$ cat config.mk
export PLATFORM = sky130hd
export DESIGN_NAME = hsv_threshold_blob_centroid_flat
export DESIGN_NICKNAME = d
export VERILOG_FILES = /design/src/design/hsvtb_pkg.sv /design/src/design/hsvtb_if.sv /design/src/design/hsv_threshold_blob_centroid.sv /design/src/design/hsvtb_regs.sv /design/src/design/hsvtb_div.sv /design/src/design/hsvtb_ctrl.sv /design/src/design/hsvtb_dp.sv /design/src/flat_wrapper.sv
export SDC_FILE = /design/constraint.sdc
export NUM_CORES = 2
export LEC_CHECK = 0
export BUFFER_PORTS_ARGS = -buffer_cell sky130_fd_sc_hd__buf_2
export CELL_PAD_IN_SITES_DETAIL_PLACEMENT = 1
export CELL_PAD_IN_SITES_GLOBAL_PLACEMENT = 2
export CORE_UTILIZATION = 45
export DETAILED_ROUTE_END_ITERATION = 12
export PLACE_DENSITY_LB_ADDON = 0.1
export SLEW_MARGIN = 20
export SYNTH_ARGS = -nofsm -noshare
export SYNTH_HDL_FRONTEND = slang
export SYNTH_SLANG_ARGS = --single-unit
export TNS_END_PERCENT = 30
$ cat constraint.sdc
create_clock -name clk_i -period 17.4 [get_ports clk_i]
set_clock_uncertainty 0.15 [all_clocks]
set_input_delay 3.48 -clock clk_i [delete_from_list [all_inputs] [get_ports clk_i]]
set_output_delay 3.48 -clock clk_i [all_outputs]
set_load 0.01 [all_outputs]
$ cat src/design/hsvtb_pkg.sv
// Shared types, constants and defaults of the HSV blob centroid block
package hsvtb_pkg;

  // Default geometry and fixed point format
  localparam int MAX_WIDTH_DEF  = 2048;
  localparam int MAX_HEIGHT_DEF = 2048;
  localparam int FRAC_BITS_DEF  = 4;

  // Field and accumulator widths
  localparam int PIX_W    = 8;
  localparam int CENTER_W = 11;
  localparam int CNT_W    = 23;
  localparam int SUM_W    = 34;
  localparam int OUT_W    = 16;
  localparam int OUT_POS_MAX = 2 ** (OUT_W - 1) - 1;

  // Configuration port
  localparam int APB_DW = 32;
  localparam int APB_AW = 5;
  localparam int REG_IDX_W = 3;

  // Register reset values
  localparam logic [PIX_W-1:0]    HUE_LOW_RST  = 8'd55;
  localparam logic [PIX_W-1:0]    HUE_HIGH_RST = 8'd95;
  localparam logic [PIX_W-1:0]    SAT_LOW_RST  = 8'd125;
  localparam logic [PIX_W-1:0]    SAT_HIGH_RST = 8'd255;
  localparam logic [PIX_W-1:0]    VAL_LOW_RST  = 8'd25;
  localparam logic [PIX_W-1:0]    VAL_HIGH_RST = 8'd135;
  localparam logic [CENTER_W-1:0] CENTER_X_RST = 11'd320;
  localparam logic [CENTER_W-1:0] CENTER_Y_RST = 11'd240;

  // Register map, word index
  typedef enum logic [REG_IDX_W-1:0] {
    REG_HUE_LOW  = 3'd0,
    REG_HUE_HIGH = 3'd1,
    REG_SAT_LOW  = 3'd2,
    REG_SAT_HIGH = 3'd3,
    REG_VAL_LOW  = 3'd4,
    REG_VAL_HIGH = 3'd5,
    REG_CENTER_X = 3'd6,
    REG_CENTER_Y = 3'd7
  } reg_idx_e;

  typedef struct packed {
    logic [PIX_W-1:0]    hue_low;
    logic [PIX_W-1:0]    hue_high;
    logic [PIX_W-1:0]    sat_low;
    logic [PIX_W-1:0]    sat_high;
    logic [PIX_W-1:0]    val_low;
    logic [PIX_W-1:0]    val_high;
    logic [CENTER_W-1:0] center_x;
    logic [CENTER_W-1:0] center_y;
  } cfg_t;

  // Controller to datapath commands
  typedef struct packed {
    logic acc_en;
    logic prod_en;
    logic diff_en;
    logic start_x;
    logic start_y;
    logic store_x;
    logic store_y;
    logic out_load;
  } cmd_t;

  // Datapath to controller status
  typedef struct packed {
    logic div_done;
    logic out_free;
  } sts_t;

endpackage

$ cat src/design/hsvtb_if.sv
// Pixel and centroid stream interfaces
interface hsvtb_pix_if;
  logic                          valid;
  logic                          ready;
  logic [hsvtb_pkg::PIX_W-1:0]   pix_hue;
  logic [hsvtb_pkg::PIX_W-1:0]   pix_sat;
  logic [hsvtb_pkg::PIX_W-1:0]   pix_val;
  logic                          line_end;
  logic                          frame_end;

  modport source (output valid, pix_hue, pix_sat, pix_val, line_end, frame_end,
                  input ready);
  modport sink (input valid, pix_hue, pix_sat, pix_val, line_end, frame_end,
                output ready);
endinterface

interface hsvtb_res_if;
  logic                                valid;
  logic                                ready;
  logic signed [hsvtb_pkg::OUT_W-1:0]  centroid_x;
  logic signed [hsvtb_pkg::OUT_W-1:0]  centroid_y;
  logic                                no_pixels;

  modport source (output valid, centroid_x, centroid_y, no_pixels, input ready);
  modport sink (input valid, centroid_x, centroid_y, no_pixels, output ready);
endinterface

$ cat src/design/hsv_threshold_blob_centroid.sv
// Throughput: one pixel per cycle within a frame; the pixel channel stalls after frame_end.
// After the frame_end beat the sequencer forms the products and the signed distances, then
//   divides x then y on the shared one-bit-per-cycle divider, then loads the result.
// A pixel that does not end a frame produces no result.
// Reset: asynchronous, active low; clears positions, moments and the output valid flag
//   and loads the configuration defaults. No clearing pass is needed.
module hsv_threshold_blob_centroid #(
  parameter int MAX_WIDTH  = hsvtb_pkg::MAX_WIDTH_DEF,
  parameter int MAX_HEIGHT = hsvtb_pkg::MAX_HEIGHT_DEF,
  parameter int FRAC_BITS  = hsvtb_pkg::FRAC_BITS_DEF
) (
  input  logic                          clk_i,
  input  logic                          rst_ni,
  hsvtb_pix_if.sink                     pix_i,
  hsvtb_res_if.source                   res_o,
  input  logic                          psel,
  input  logic                          penable,
  input  logic                          pwrite,
  input  logic [hsvtb_pkg::APB_AW-1:0]  paddr,
  input  logic [hsvtb_pkg::APB_DW-1:0]  pwdata,
  output logic [hsvtb_pkg::APB_DW-1:0]  prdata,
  output logic                          pready
);

  hsvtb_pkg::cfg_t cfg;
  hsvtb_pkg::cmd_t cmd;
  hsvtb_pkg::sts_t sts;
  logic            pix_ready;

  assign pix_i.ready = pix_ready;

  hsvtb_regs u_regs (
    .clk_i     (clk_i),
    .rst_ni    (rst_ni),
    .psel_i    (psel),
    .penable_i (penable),
    .pwrite_i  (pwrite),
    .paddr_i   (paddr),
    .pwdata_i  (pwdata),
    .prdata_o  (prdata),
    .pready_o  (pready),
    .cfg_o     (cfg)
  );

  hsvtb_ctrl u_ctrl (
    .clk_i           (clk_i),
    .rst_ni          (rst_ni),
    .pix_valid_i     (pix_i.valid),
    .pix_frame_end_i (pix_i.frame_end),
    .pix_ready_o     (pix_ready),
    .sts_i           (sts),
    .cmd_o           (cmd)
  );

  hsvtb_dp #(
    .MAX_WIDTH  (MAX_WIDTH),
    .MAX_HEIGHT (MAX_HEIGHT),
    .FRAC_BITS  (FRAC_BITS)
  ) u_dp (
    .clk_i        (clk_i),
    .rst_ni       (rst_ni),
    .cfg_i        (cfg),
    .cmd_i        (cmd),
    .sts_o        (sts),
    .pix_hue_i    (pix_i.pix_hue),
    .pix_sat_i    (pix_i.pix_sat),
    .pix_val_i    (pix_i.pix_val),
    .line_end_i   (pix_i.line_end),
    .frame_end_i  (pix_i.frame_end),
    .res_ready_i  (res_o.ready),
    .res_valid_o  (res_o.valid),
    .centroid_x_o (res_o.centroid_x),
    .centroid_y_o (res_o.centroid_y),
    .no_pixels_o  (res_o.no_pixels)
  );

endmodule

$ cat src/design/hsvtb_regs.sv
// APB configuration registers: color ranges and centroid reference
module hsvtb_regs (
  input  logic                             clk_i,
  input  logic                             rst_ni,
  input  logic                             psel_i,
  input  logic                             penable_i,
  input  logic                             pwrite_i,
  input  logic [hsvtb_pkg::APB_AW-1:0]     paddr_i,
  input  logic [hsvtb_pkg::APB_DW-1:0]     pwdata_i,
  output logic [hsvtb_pkg::APB_DW-1:0]     prdata_o,
  output logic                             pready_o,
  output hsvtb_pkg::cfg_t                  cfg_o
);

  hsvtb_pkg::cfg_t      cfg_q;
  hsvtb_pkg::reg_idx_e  idx;
  logic                 wr_en;

  assign idx      = hsvtb_pkg::reg_idx_e'(paddr_i[hsvtb_pkg::APB_AW-1:2]);
  assign wr_en    = psel_i && penable_i && pwrite_i;
  assign pready_o = 1'b1;
  assign cfg_o    = cfg_q;

  // Write a register on the access beat
  always_ff @(posedge clk_i or negedge rst_ni) begin
    if (!rst_ni) begin
      cfg_q.hue_low  <= hsvtb_pkg::HUE_LOW_RST;
      cfg_q.hue_high <= hsvtb_pkg::HUE_HIGH_RST;
      cfg_q.sat_low  <= hsvtb_pkg::SAT_LOW_RST;
      cfg_q.sat_high <= hsvtb_pkg::SAT_HIGH_RST;
      cfg_q.val_low  <= hsvtb_pkg::VAL_LOW_RST;
      cfg_q.val_high <= hsvtb_pkg::VAL_HIGH_RST;
      cfg_q.center_x <= hsvtb_pkg::CENTER_X_RST;
      cfg_q.center_y <= hsvtb_pkg::CENTER_Y_RST;
    end else if (wr_en) begin
      case (idx)
        hsvtb_pkg::REG_HUE_LOW:  cfg_q.hue_low  <= pwdata_i[hsvtb_pkg::PIX_W-1:0];
        hsvtb_pkg::REG_HUE_HIGH: cfg_q.hue_high <= pwdata_i[hsvtb_pkg::PIX_W-1:0];
        hsvtb_pkg::REG_SAT_LOW:  cfg_q.sat_low  <= pwdata_i[hsvtb_pkg::PIX_W-1:0];
        hsvtb_pkg::REG_SAT_HIGH: cfg_q.sat_high <= pwdata_i[hsvtb_pkg::PIX_W-1:0];
        hsvtb_pkg::REG_VAL_LOW:  cfg_q.val_low  <= pwdata_i[hsvtb_pkg::PIX_W-1:0];
        hsvtb_pkg::REG_VAL_HIGH: cfg_q.val_high <= pwdata_i[hsvtb_pkg::PIX_W-1:0];
        hsvtb_pkg::REG_CENTER_X: cfg_q.center_x <= pwdata_i[hsvtb_pkg::CENTER_W-1:0];
        hsvtb_pkg::REG_CENTER_Y: cfg_q.center_y <= pwdata_i[hsvtb_pkg::CENTER_W-1:0];
        default: ;
      endcase
    end
  end

  // Read back the addressed register
  always_comb begin
    case (idx)
      hsvtb_pkg::REG_HUE_LOW:  prdata_o = hsvtb_pkg::APB_DW'(cfg_q.hue_low);
      hsvtb_pkg::REG_HUE_HIGH: prdata_o = hsvtb_pkg::APB_DW'(cfg_q.hue_high);
      hsvtb_pkg::REG_SAT_LOW:  prdata_o = hsvtb_pkg::APB_DW'(cfg_q.sat_low);
      hsvtb_pkg::REG_SAT_HIGH: prdata_o = hsvtb_pkg::APB_DW'(cfg_q.sat_high);
      hsvtb_pkg::REG_VAL_LOW:  prdata_o = hsvtb_pkg::APB_DW'(cfg_q.val_low);
      hsvtb_pkg::REG_VAL_HIGH: prdata_o = hsvtb_pkg::APB_DW'(cfg_q.val_high);
      hsvtb_pkg::REG_CENTER_X: prdata_o = hsvtb_pkg::APB_DW'(cfg_q.center_x);
      hsvtb_pkg::REG_CENTER_Y: prdata_o = hsvtb_pkg::APB_DW'(cfg_q.center_y);
      default:                 prdata_o = '0;
    endcase
  end

endmodule

$ cat src/design/hsvtb_div.sv
// Restoring unsigned divider, one quotient bit per cycle
module hsvtb_div #(
  parameter int NUM_W = 38,
  parameter int DEN_W = 23
) (
  input  logic             clk_i,
  input  logic             rst_ni,
  input  logic             start_i,
  input  logic [NUM_W-1:0] num_i,
  input  logic [DEN_W-1:0] den_i,
  output logic             done_o,
  output logic [NUM_W-1:0] quo_o
);

  localparam int STEP_W = $clog2(NUM_W);

  logic [DEN_W-1:0]  rem_q, rem_d;
  logic [NUM_W-1:0]  quo_q;
  logic [DEN_W-1:0]  den_q;
  logic [STEP_W-1:0] step_q;
  logic              run_q;
  logic              done_q;
  logic [DEN_W:0]    shifted;
  logic              fits;

  // Shift in the next dividend bit and try a subtract
  always_comb begin
    shifted = {rem_q, quo_q[NUM_W-1]};
    fits    = shifted >= {1'b0, den_q};
    rem_d   = fits ? DEN_W'(shifted - {1'b0, den_q}) : shifted[DEN_W-1:0];
  end

  // Control: run for NUM_W steps, pulse done after the last
  always_ff @(posedge clk_i or negedge rst_ni) begin
    if (!rst_ni) begin
      run_q  <= 1'b0;
      done_q <= 1'b0;
      step_q <= '0;
    end else begin
      done_q <= 1'b0;
      if (start_i) begin
        run_q  <= 1'b1;
        step_q <= STEP_W'(NUM_W - 1);
      end else if (run_q) begin
        if (step_q == '0) begin
          run_q  <= 1'b0;
          done_q <= 1'b1;
        end else begin
          step_q <= step_q - 1'b1;
        end
      end
    end
  end

  // Datapath: remainder and quotient shift register
  always_ff @(posedge clk_i) begin
    if (start_i) begin
      rem_q <= '0;
      quo_q <= num_i;
      den_q <= den_i;
    end else if (run_q) begin
      rem_q <= rem_d;
      quo_q <= {quo_q[NUM_W-2:0], fits};
    end
  end

  assign done_o = done_q;
  assign quo_o  = quo_q;

endmodule

$ cat src/design/hsvtb_ctrl.sv
// Frame sequencer: accumulate pixels, then run the centroid divisions
module hsvtb_ctrl (
  input  logic              clk_i,
  input  logic              rst_ni,
  input  logic              pix_valid_i,
  input  logic              pix_frame_end_i,
  output logic              pix_ready_o,
  input  hsvtb_pkg::sts_t   sts_i,
  output hsvtb_pkg::cmd_t   cmd_o
);

  typedef enum logic [2:0] {
    ST_ACC,
    ST_MUL,
    ST_DIFF,
    ST_STX,
    ST_WX,
    ST_STY,
    ST_WY,
    ST_OUT
  } state_e;

  state_e state_q, state_d;
  logic   beat;

  assign pix_ready_o = (state_q == ST_ACC);
  assign beat        = pix_valid_i && pix_ready_o;

  // Next state and commands
  always_comb begin
    state_d = state_q;
    cmd_o   = '0;
    case (state_q)
      ST_ACC: begin
        cmd_o.acc_en = beat;
        if (beat && pix_frame_end_i) state_d = ST_MUL;
      end
      ST_MUL: begin
        cmd_o.prod_en = 1'b1;
        state_d = ST_DIFF;
      end
      ST_DIFF: begin
        cmd_o.diff_en = 1'b1;
        state_d = ST_STX;
      end
      ST_STX: begin
        cmd_o.start_x = 1'b1;
        state_d = ST_WX;
      end
      ST_WX: begin
        if (sts_i.div_done) begin
          cmd_o.store_x = 1'b1;
          state_d = ST_STY;
        end
      end
      ST_STY: begin
        cmd_o.start_y = 1'b1;
        state_d = ST_WY;
      end
      ST_WY: begin
        if (sts_i.div_done) begin
          cmd_o.store_y = 1'b1;
          state_d = ST_OUT;
        end
      end
      ST_OUT: begin
        // Hold until the output register can take the result
        if (sts_i.out_free) begin
          cmd_o.out_load = 1'b1;
          state_d = ST_ACC;
        end
      end
      default: state_d = ST_ACC;
    endcase
  end

  always_ff @(posedge clk_i or negedge rst_ni) begin
    if (!rst_ni) begin
      state_q <= ST_ACC;
    end else begin
      state_q <= state_d;
    end
  end

endmodule

$ cat src/design/hsvtb_dp.sv
// Datapath: threshold, moment accumulators, centroid arithmetic, output register
module hsvtb_dp #(
  parameter int MAX_WIDTH  = hsvtb_pkg::MAX_WIDTH_DEF,
  parameter int MAX_HEIGHT = hsvtb_pkg::MAX_HEIGHT_DEF,
  parameter int FRAC_BITS  = hsvtb_pkg::FRAC_BITS_DEF
) (
  input  logic                                clk_i,
  input  logic                                rst_ni,
  input  hsvtb_pkg::cfg_t                     cfg_i,
  input  hsvtb_pkg::cmd_t                     cmd_i,
  output hsvtb_pkg::sts_t                     sts_o,
  input  logic [hsvtb_pkg::PIX_W-1:0]         pix_hue_i,
  input  logic [hsvtb_pkg::PIX_W-1:0]         pix_sat_i,
  input  logic [hsvtb_pkg::PIX_W-1:0]         pix_val_i,
  input  logic                                line_end_i,
  input  logic                                frame_end_i,
  input  logic                                res_ready_i,
  output logic                                res_valid_o,
  output logic signed [hsvtb_pkg::OUT_W-1:0]  centroid_x_o,
  output logic signed [hsvtb_pkg::OUT_W-1:0]  centroid_y_o,
  output logic                                no_pixels_o
);

  localparam int COL_W  = $clog2(MAX_WIDTH);
  localparam int ROW_W  = $clog2(MAX_HEIGHT);
  localparam int CNT_W  = hsvtb_pkg::CNT_W;
  localparam int SUM_W  = hsvtb_pkg::SUM_W;
  localparam int OUT_W  = hsvtb_pkg::OUT_W;
  localparam int DIFF_W = SUM_W + 1;
  localparam int NUM_W  = SUM_W + FRAC_BITS;
  localparam logic [COL_W-1:0] COL_LAST = COL_W'(MAX_WIDTH - 1);
  localparam logic [ROW_W-1:0] ROW_LAST = ROW_W'(MAX_HEIGHT - 1);

  logic [COL_W-1:0]  col_q;
  logic [ROW_W-1:0]  row_q;
  logic [CNT_W-1:0]  cnt_q, cnt_d;
  logic [SUM_W-1:0]  sum_x_q, sum_x_d, sum_y_q, sum_y_d;
  logic [SUM_W-1:0]  prod_x_q, prod_y_q;
  logic [DIFF_W-1:0] dx_q, dy_q;
  logic [CNT_W-1:0]  den_q;
  logic              empty_q;
  logic [OUT_W-1:0]  qx_q, qy_q;
  logic              out_valid_q;
  logic [OUT_W-1:0]  out_x_q, out_y_q;
  logic              out_np_q;

  logic              keep;
  logic [CNT_W:0]    cnt_inc;
  logic [SUM_W:0]    sx_inc, sy_inc;
  logic [DIFF_W-1:0] mag_x, mag_y, mag_sel;
  logic [NUM_W-1:0]  div_num;
  logic              div_done;
  logic [NUM_W-1:0]  quo;
  logic              neg_sel;
  logic [OUT_W-1:0]  sat_val;

  // Inclusive range test on all three channels
  assign keep = (pix_hue_i >= cfg_i.hue_low) && (pix_hue_i <= cfg_i.hue_high) &&
                (pix_sat_i >= cfg_i.sat_low) && (pix_sat_i <= cfg_i.sat_high) &&
                (pix_val_i >= cfg_i.val_low) && (pix_val_i <= cfg_i.val_high);

  // Saturating moment updates
  always_comb begin
    cnt_inc = {1'b0, cnt_q} + 1'b1;
    sx_inc  = {1'b0, sum_x_q} + (SUM_W + 1)'(col_q);
    sy_inc  = {1'b0, sum_y_q} + (SUM_W + 1)'(row_q);
    cnt_d   = cnt_inc[CNT_W] ? '1 : cnt_inc[CNT_W-1:0];
    sum_x_d = sx_inc[SUM_W] ? '1 : sx_inc[SUM_W-1:0];
    sum_y_d = sy_inc[SUM_W] ? '1 : sy_inc[SUM_W-1:0];
  end

  // Advance raster position; clear it on the last pixel of the frame
  always_ff @(posedge clk_i or negedge rst_ni) begin
    if (!rst_ni) begin
      col_q <= '0;
      row_q <= '0;
    end else if (cmd_i.acc_en) begin
      if (frame_end_i) begin
        col_q <= '0;
        row_q <= '0;
      end else if (line_end_i) begin
        col_q <= '0;
        if (row_q < ROW_LAST) row_q <= row_q + 1'b1;
      end else if (col_q < COL_LAST) begin
        col_q <= col_q + 1'b1;
      end
    end
  end

  // Accumulate kept pixels; drop the moments once they are snapshotted
  always_ff @(posedge clk_i or negedge rst_ni) begin
    if (!rst_ni) begin
      cnt_q   <= '0;
      sum_x_q <= '0;
      sum_y_q <= '0;
    end else if (cmd_i.diff_en) begin
      cnt_q   <= '0;
      sum_x_q <= '0;
      sum_y_q <= '0;
    end else if (cmd_i.acc_en && keep) begin
      cnt_q   <= cnt_d;
      sum_x_q <= sum_x_d;
      sum_y_q <= sum_y_d;
    end
  end

  // Reference times count, then signed distances: sum minus product for x, product minus sum for y
  always_ff @(posedge clk_i) begin
    if (cmd_i.prod_en) begin
      prod_x_q <= {{(SUM_W - hsvtb_pkg::CENTER_W){1'b0}}, cfg_i.center_x} *
                  {{(SUM_W - CNT_W){1'b0}}, cnt_q};
      prod_y_q <= {{(SUM_W - hsvtb_pkg::CENTER_W){1'b0}}, cfg_i.center_y} *
                  {{(SUM_W - CNT_W){1'b0}}, cnt_q};
    end
    if (cmd_i.diff_en) begin
      dx_q    <= {1'b0, sum_x_q} - {1'b0, prod_x_q};
      dy_q    <= {1'b0, prod_y_q} - {1'b0, sum_y_q};
      den_q   <= cnt_q;
      empty_q <= (cnt_q == '0);
    end
  end

  // Magnitudes feed the divider, scaled by the fraction bits
  assign mag_x   = dx_q[DIFF_W-1] ? (~dx_q + 1'b1) : dx_q;
  assign mag_y   = dy_q[DIFF_W-1] ? (~dy_q + 1'b1) : dy_q;
  assign mag_sel = cmd_i.start_y ? mag_y : mag_x;
  assign div_num = NUM_W'(mag_sel[SUM_W-1:0]) << FRAC_BITS;

  hsvtb_div #(
    .NUM_W (NUM_W),
    .DEN_W (CNT_W)
  ) u_div (
    .clk_i   (clk_i),
    .rst_ni  (rst_ni),
    .start_i (cmd_i.start_x || cmd_i.start_y),
    .num_i   (div_num),
    .den_i   (den_q),
    .done_o  (div_done),
    .quo_o   (quo)
  );

  // Apply sign and clamp the quotient to the output range
  assign neg_sel = cmd_i.store_y ? dy_q[DIFF_W-1] : dx_q[DIFF_W-1];
  always_comb begin
    if (!neg_sel) begin
      sat_val = (quo > NUM_W'(hsvtb_pkg::OUT_POS_MAX)) ?
                OUT_W'(hsvtb_pkg::OUT_POS_MAX) : quo[OUT_W-1:0];
    end else begin
      sat_val = (quo > NUM_W'(hsvtb_pkg::OUT_POS_MAX + 1)) ?
                {1'b1, {(OUT_W - 1){1'b0}}} : OUT_W'(0) - quo[OUT_W-1:0];
    end
  end

  always_ff @(posedge clk_i) begin
    if (cmd_i.store_x) qx_q <= sat_val;
    if (cmd_i.store_y) qy_q <= sat_val;
  end

  // Output register: load when free, drop when the beat is taken
  always_ff @(posedge clk_i or negedge rst_ni) begin
    if (!rst_ni) begin
      out_valid_q <= 1'b0;
    end else if (cmd_i.out_load) begin
      out_valid_q <= 1'b1;
    end else if (res_ready_i) begin
      out_valid_q <= 1'b0;
    end
  end

  always_ff @(posedge clk_i) begin
    if (cmd_i.out_load) begin
      out_x_q  <= empty_q ? '0 : qx_q;
      out_y_q  <= empty_q ? '0 : qy_q;
      out_np_q <= empty_q;
    end
  end

  assign sts_o.div_done = div_done;
  assign sts_o.out_free = !out_valid_q || res_ready_i;
  assign res_valid_o    = out_valid_q;
  assign centroid_x_o   = out_x_q;
  assign centroid_y_o   = out_y_q;
  assign no_pixels_o    = out_np_q;

endmodule

$ cat src/flat_wrapper.sv
// flat-port wrapper written by rule: the top's interface ports become plain ports
module hsv_threshold_blob_centroid_flat 
#(
  parameter int MAX_WIDTH  = hsvtb_pkg::MAX_WIDTH_DEF,
  parameter int MAX_HEIGHT = hsvtb_pkg::MAX_HEIGHT_DEF,
  parameter int FRAC_BITS  = hsvtb_pkg::FRAC_BITS_DEF
)
  (clk_i, rst_ni, psel, penable, pwrite, paddr, pwdata, prdata, pready, pix_i_valid, pix_i_pix_hue, pix_i_pix_sat, pix_i_pix_val, pix_i_line_end, pix_i_frame_end, pix_i_ready, res_o_valid, res_o_centroid_x, res_o_centroid_y, res_o_no_pixels, res_o_ready);
  hsvtb_pix_if pix_i_i ();
  hsvtb_res_if res_o_i ();
  input  logic clk_i;
  input  logic rst_ni;
  input  logic psel;
  input  logic penable;
  input  logic pwrite;
  input  logic [hsvtb_pkg::APB_AW-1:0] paddr;
  input  logic [hsvtb_pkg::APB_DW-1:0] pwdata;
  output logic [hsvtb_pkg::APB_DW-1:0] prdata;
  output logic pready;
  input wire logic [$bits(pix_i_i.valid)-1:0] pix_i_valid;
  input wire logic [$bits(pix_i_i.pix_hue)-1:0] pix_i_pix_hue;
  input wire logic [$bits(pix_i_i.pix_sat)-1:0] pix_i_pix_sat;
  input wire logic [$bits(pix_i_i.pix_val)-1:0] pix_i_pix_val;
  input wire logic [$bits(pix_i_i.line_end)-1:0] pix_i_line_end;
  input wire logic [$bits(pix_i_i.frame_end)-1:0] pix_i_frame_end;
  output wire logic [$bits(pix_i_i.ready)-1:0] pix_i_ready;
  output wire logic [$bits(res_o_i.valid)-1:0] res_o_valid;
  output wire logic [$bits(res_o_i.centroid_x)-1:0] res_o_centroid_x;
  output wire logic [$bits(res_o_i.centroid_y)-1:0] res_o_centroid_y;
  output wire logic [$bits(res_o_i.no_pixels)-1:0] res_o_no_pixels;
  input wire logic [$bits(res_o_i.ready)-1:0] res_o_ready;
  assign pix_i_i.valid = pix_i_valid;
  assign pix_i_i.pix_hue = pix_i_pix_hue;
  assign pix_i_i.pix_sat = pix_i_pix_sat;
  assign pix_i_i.pix_val = pix_i_pix_val;
  assign pix_i_i.line_end = pix_i_line_end;
  assign pix_i_i.frame_end = pix_i_frame_end;
  assign pix_i_ready = pix_i_i.ready;
  assign res_o_valid = res_o_i.valid;
  assign res_o_centroid_x = res_o_i.centroid_x;
  assign res_o_centroid_y = res_o_i.centroid_y;
  assign res_o_no_pixels = res_o_i.no_pixels;
  assign res_o_i.ready = res_o_ready;
  hsv_threshold_blob_centroid #(.MAX_WIDTH(MAX_WIDTH), .MAX_HEIGHT(MAX_HEIGHT), .FRAC_BITS(FRAC_BITS)) u_core (.clk_i(clk_i), .rst_ni(rst_ni), .pix_i(pix_i_i), .res_o(res_o_i), .psel(psel), .penable(penable), .pwrite(pwrite), .paddr(paddr), .pwdata(pwdata), .prdata(prdata), .pready(pready));
endmodule
==> Yosys cells after proc, flatten, opt, wreduce, memory -nomap -nowiden <==
Index checks and enable logic that the tools add are counted.
{ "totals": {"ff_bits": 506, "in_bits": 70, "out_inout_bits": 68, "wordCells": 166} }
{ "classes": {"n_mul": 2, "order_cmp": 11, "eq_ne": 19, "muxes": 52, "reduce_logical": 35, "n_bitwise": 2, "add_sub_neg": 12} }
{ "ops": {"columns": ["op", "count"], "rows": [
  ["2-to-1 mux 34 bit", 9],
  ["one-hot mux 32 bit (8 select lines)", 1],
  ["2-to-1 mux 23 bit", 4],
  ["2-to-1 mux 38 bit", 2],
  ["adder 34 x 11 -> 35 bit", 2],
  ["subtractor 34 x 34 -> 35 bit", 2],
  ["adder 34 x 1 -> 34 bit (second input constant)", 2],
  ["multiplier 11 x 23 -> 34 bit", 2],
  ["NOT 34 bit", 2],
  ["2-to-1 mux 11 bit", 6],
  ["2-to-1 mux 16 bit", 3],
  ["> comparator 38 x 15 -> 1 bit (second input constant)", 1],
  ["> comparator 38 x 16 -> 1 bit (second input constant)", 1],
  ["adder 23 x 1 -> 24 bit (second input constant)", 1],
  ["equality test 3 bit (second input constant)", 8],
  [">= comparator 24 x 23 -> 1 bit", 1],
  [">= comparator 8 bit", 3],
  ["<= comparator 8 bit", 3],
  ["one-hot mux 3 bit (8 select lines)", 1],
  ["logical NOT 23 bit", 1],
  ["subtractor 23 bit", 1],
  ["adder 11 x 1 -> 11 bit (second input constant)", 2],
  ["< comparator 11 bit (second input constant)", 2],
  ["AND reduction 2 bit", 10],
  ["18 further kinds", 63]
]} }

==> Depth between registers and ports, before layout <==
{ "logic_depth": {"ltp_word": 9, "depth_mapped": 23, "mapped_depth_nobuf": 21} }

==> Cells and area by module <==
Synthesis repeated with hierarchy kept, for this count alone.
{ "unflattened": {"cells_unflattened": 4741, "hier_area_um2": 45397.3} }
{ "by_module_without_submodules": {"columns": ["mod", "area_each_um2", "cells_per_inst", "instances"], "rows": [
  ["hsvtb_dp", 36702.7, 4000, 1],
  ["hsvtb_div", 4969.8, 456, 1],
  ["hsvtb_regs", 3498.4, 258, 1],
  ["hsvtb_ctrl", 226.5, 27, 1]
]} }

==> Worst setup path after synthesis <==
No wires, ideal clock.
{ "synth_timing": {"path_type": "input to output", "from": "in paddr[2] (netlist name)", "to": "out prdata[1] (netlist name)", "required_ns": 13.770, "stages": 7, "path_buffers": 1, "t_arrival_ns": 4.894, "setup_slack_ns": 8.876, "path_cell_list": "clkbuf_1 clkinv_1 nor2_1 a22oi_1 nor2_1 a31oi_1 a32oi_1"} }
{ "synth_via": {"elab_chain_cells": 2, "elab_cells_between_ends": 9, "classes_between": "7 x eq/ne; 1 x mux; 1 x reduce/logical"} }
{ "synth_rtl": {"columns": ["item", "line_no", "text"], "rows": [
  ["start, declared", "flat_wrapper.sv:16", "input logic [hsvtb_pkg::APB_AW-1:0] paddr;"],
  ["equality test 3 bit, or another cell as far along", "hsvtb_regs.sv:52", "case (idx)"],
  ["one-hot mux 32 bit (8 select lines) *", "hsvtb_regs.sv:52", null],
  ["end, declared", "flat_wrapper.sv:18", "output logic [hsvtb_pkg::APB_DW-1:0] prdata;"]
]} }
Every way passes the cells marked *; elsewhere a longest branch is shown, timed or not. The select of a mux whose other input is x is not followed.

==> Worst setup path after layout <==
Ends and elaborated chain as after synthesis.

==> out/summary.txt <==
status - finished, final reports clean
synthesis-stage register bit count - 506
Synth top area share - 19.0%
RR Startpoint - u_core.u_dp.cnt_q[8]$_DFFE_PN0P_
number of enable flip-flop cells after synthesis - 284
count of hold buffers inserted by post-cts repair - 0
largest area contributor in the netlist - edfxtp_1
top cells by count, synth - inv_1 (631), nand2_1 (583), fa_1 (381)
Simple-Gate Fraction of Synth Area - 16.4%
CTS Root Cell - clkbuf_16
Gate Count Post-Synth - 4777
drt initial violations - 1882
mux share of post-synthesis cell area - 1.61%
Slew @ Worst Pin - 1.14 ns
Mapped Avg Cell Area - 9.38 um2
Synthesis Warnings - 0
Synth Area in XOR/XNOR - 4.34%
Num CTS Buffers - 60
Post-Route WL - 131000 um
Unique masters post-synth - 90
Port Buffers - 92
Synth area leaders - edfxtp_1 (19%), fa_1 (17%), dfrtp_1 (8.8%), ha_1 (8.8%), inv_1 (5.3%)
Via density - 5.64
max capacitance violation total - 0
initial antenna violation count - 6
Placed Instances - 6003
Synth Cell Area - 44800 um2
Hold Violations, Final - 0
unrepaired setup endpoints after global routing - false
hold slack - 0.222 ns
Worst-path clk slew - 0.06 ns
DR WL/cell - 21.5 um
Sequential Power Share - 40.4%
CP max stage delay - 0.48 ns
hpwl dp - 99400 um
Antenna Nets Post-Route - 0
WS Path Type - in -> out
switch share - 36.2%
pin count of the biggest net entering global routing - 84
Worst Reg-to-Reg Cells - 19
Final Cycle Share - 52.5%
start point of the critical path - paddr[2]
cts repair resizes - 0
slowest CP cell - buf_2
post-layout minimum cycle time - 9.13 ns
Crit Reg-Reg Endpoint - u_core.u_dp.prod_x_q[28]$_DFFE_PP_
Tightest Hold Check Type - reg -> reg
DR DRC count - 0
post-route setup TNS - 0 ns
largest family of logic cells by synthesized area - adder cells
gpl congestion - 0.830
grt total ovfl - 0
combinational fraction of design power - 28.8%
# rows - 115
critical-path cell list - buf_2 -> clkinv_1 -> nor2_1 -> a22oi_1 -> nor2_1 -> a31oi_1 -> a32oi_1 -> buf_2
final instance area - 48700 um2
global-route wire length before repair - 210000 um
Slew Viols, Final - 0
R2R Setup Slk - 10.08 ns
Synth Area in Compound Gates - 13.2%
crit start category - input pin
Placed Area - 46500 um2
Peak VDD IR - 0.116 mV
worst skew pair latency - 0.68 ns
die height - 317 um
via count - 34495
fmax - 109 MHz
Rel. slew slack - 24.2%
async set-reset flop share out of synthesis - 38.5%
DRT Pass-1 Iters - 5
worst path required time - 13.77 ns
Crit path arrival time - 5.50 ns
Leak - 22.0 nW
H-Tree Depth - 2
CTS tree - done
share of cells above drive strength 1 - 7.99%
die footprint - 101000 um2
postcts setup bufs - 0
fin nets - 5543
most instantiated library cell after synthesis - inv_1
crit path max fanout - 27
Clock Power Share - 30.8%
io pins - 138
Total Routing Usage GR - 26.3%
Pwr Density - 93.3 nW/um2
endpoint class of the critical path - output port
crit path to - prdata[1]
CORE AREA - 98400 um2
fraction of the mapped netlist area in adder cells - 25.8%
number of global-route vias before repair - 36705
CTS Sinks - 506
Clock Path Buffers - 3
final setup fails - 0
post-synthesis sequential area ratio - 31.3%
top_reg_cell synth - edfxtp_1
Initial Util - 45.5%
internal cell power - 2.90 mW
post-route insts no fill - 6118
die span in x - 317 um
Switch Pwr - 1.64 mW
P&R area growth vs syn - 8.65%
==> cell families after synthesis <==
group | count (synthesis)
AO/OA/AOI/OAI | 928
XOR/XNOR | 222
adder cells (fa/ha/maj) | 695
buffers and inverters | 864
flip-flops | 506
multiplexers | 60
other | 2
AND/OR/NAND/NOR | 1500
==> power by group through the flow <==
stage	sequential (mW)	clock (mW)	combinational [mW]
after floorplan	1.74	0	0.946
after global placement	1.84	0	1.28
after detailed placement	1.85	0	1.31
after CTS	1.83	1.43	1.32
after global routing	1.86	1.47	1.46
final	1.83	1.40	1.31
==> worst max-delay path, delay by kind of cell <==
family / cells / cell delay (ns)
AOI/OAI and AO/OA: 3 / 0.39
and+or+nand+nor: 2 / 0.50
buffers and inverters: 3 / 1.12
==> registers in the layout (all words and copies together), names as in the netlist, 3 cells and up <==
name                      cells
u_core.u_regs.cfg_o          70
u_core.u_dp.u_div.quo_o      38
u_core.u_dp.dx_q             35
u_core.u_dp.dy_q             35
u_core.u_dp.prod_x_q         34
u_core.u_dp.prod_y_q         34
u_core.u_dp.sum_x_q          34
u_core.u_dp.sum_y_q          34
u_core.u_dp.cnt_q            23
u_core.u_dp.den_q            23
u_core.u_dp.u_div.den_q      23
u_core.u_dp.u_div.rem_q      23
u_core.u_dp.centroid_x_o     16
u_core.u_dp.centroid_y_o     16
u_core.u_dp.qx_q             16
u_core.u_dp.qy_q             16
u_core.u_dp.col_q            11
u_core.u_dp.row_q            11
u_core.u_dp.u_div.step_q      6
u_core.u_ctrl.state_q         3
==> metrics by stage <==
stage / util [%] / total power [mW] / setup slack [ns]
after CTS: 49.4 / 4.58 / 8.27
after floorplan: - / 2.69 / 8.88
after detailed placement: 47.2 / 3.16 / 8.27
after global routing: 49.4 / 4.79 / 8.07
after global placement: 47.2 / 3.12 / 8.24
final: 49.4 / 4.54 / 8.27
==> worst min path at each step <==
stage | start | end | slack, ns | depth (start not counted)
final | u_core.u_dp.den_q[13]$_DFFE_PP_ | u_core.u_dp.u_div.den_q[13]$_DFFE_PN_ | 0.22 | 0
after global routing | u_core.u_dp.den_q[13]$_DFFE_PP_ | u_core.u_dp.u_div.den_q[13]$_DFFE_PN_ | 0.23 | 0
after CTS | u_core.u_dp.den_q[13]$_DFFE_PP_ | u_core.u_dp.u_div.den_q[13]$_DFFE_PN_ | 0.21 | 0
after detailed placement | u_core.u_dp.den_q[22]$_DFFE_PP_ | u_core.u_dp.u_div.den_q[22]$_DFFE_PN_ | 0.26 | 0
after global placement | u_core.u_dp.den_q[16]$_DFFE_PP_ | u_core.u_dp.u_div.den_q[16]$_DFFE_PN_ | 0.25 | 0
after floorplan | u_core.u_dp.den_q[0]$_DFFE_PP_ | u_core.u_dp.u_div.den_q[0]$_DFFE_PN_ | 0.25 | 0
==> cell usage in the layout, fill, tap and decap left out, drive strengths merged, types with 22 or more instances in the layout <==
cell type	count
o21ai	269
nor3	86
and3	42
nand2	585
dfrtp	157
conb	22
nand2b	36
a211oi	41
o31ai	28
xnor2	128
fa	381
a311oi	35
clkinv	22
buf	148
mux2	38
edfxtp	284
a31oi	49
nand3	106
dfstp	38
nor2	201
a21o	86
dfxtp	27
clkbuf	79
inv	632
nor4	33
xor2	94
nor2b	64
a21oi	217
o21a	45
or3	35
and2	214
ha	314
nand4	27
==> area by class of cell <==
| cell class | instances | area [um2] |
|---|---|---|
| flip-flops and latches | 506 | 14000 |
| inverters | 634 | 2380 |
| well taps | 1287 | 1610 |
| repair buffers | 149 | 897 |
| clock inverters | 36 | 537 |
| clock buffers | 78 | 1660 |
| multi-input cells | 3427 | 27600 |
| diodes | 1 | 2.50 |
| fillers | 11238 | 49800 |
==> routing by layer <==
metal	up-vias	track usage [%]	wire, um
li1	16080	-	-
met1	17674	37.0	62400
met2	615	43.9	61700
met3	126	2.67	5080
met4	0	5.38	2350
met5	-	0	0
No activity file was read; power rests on OpenSTA's default activity.
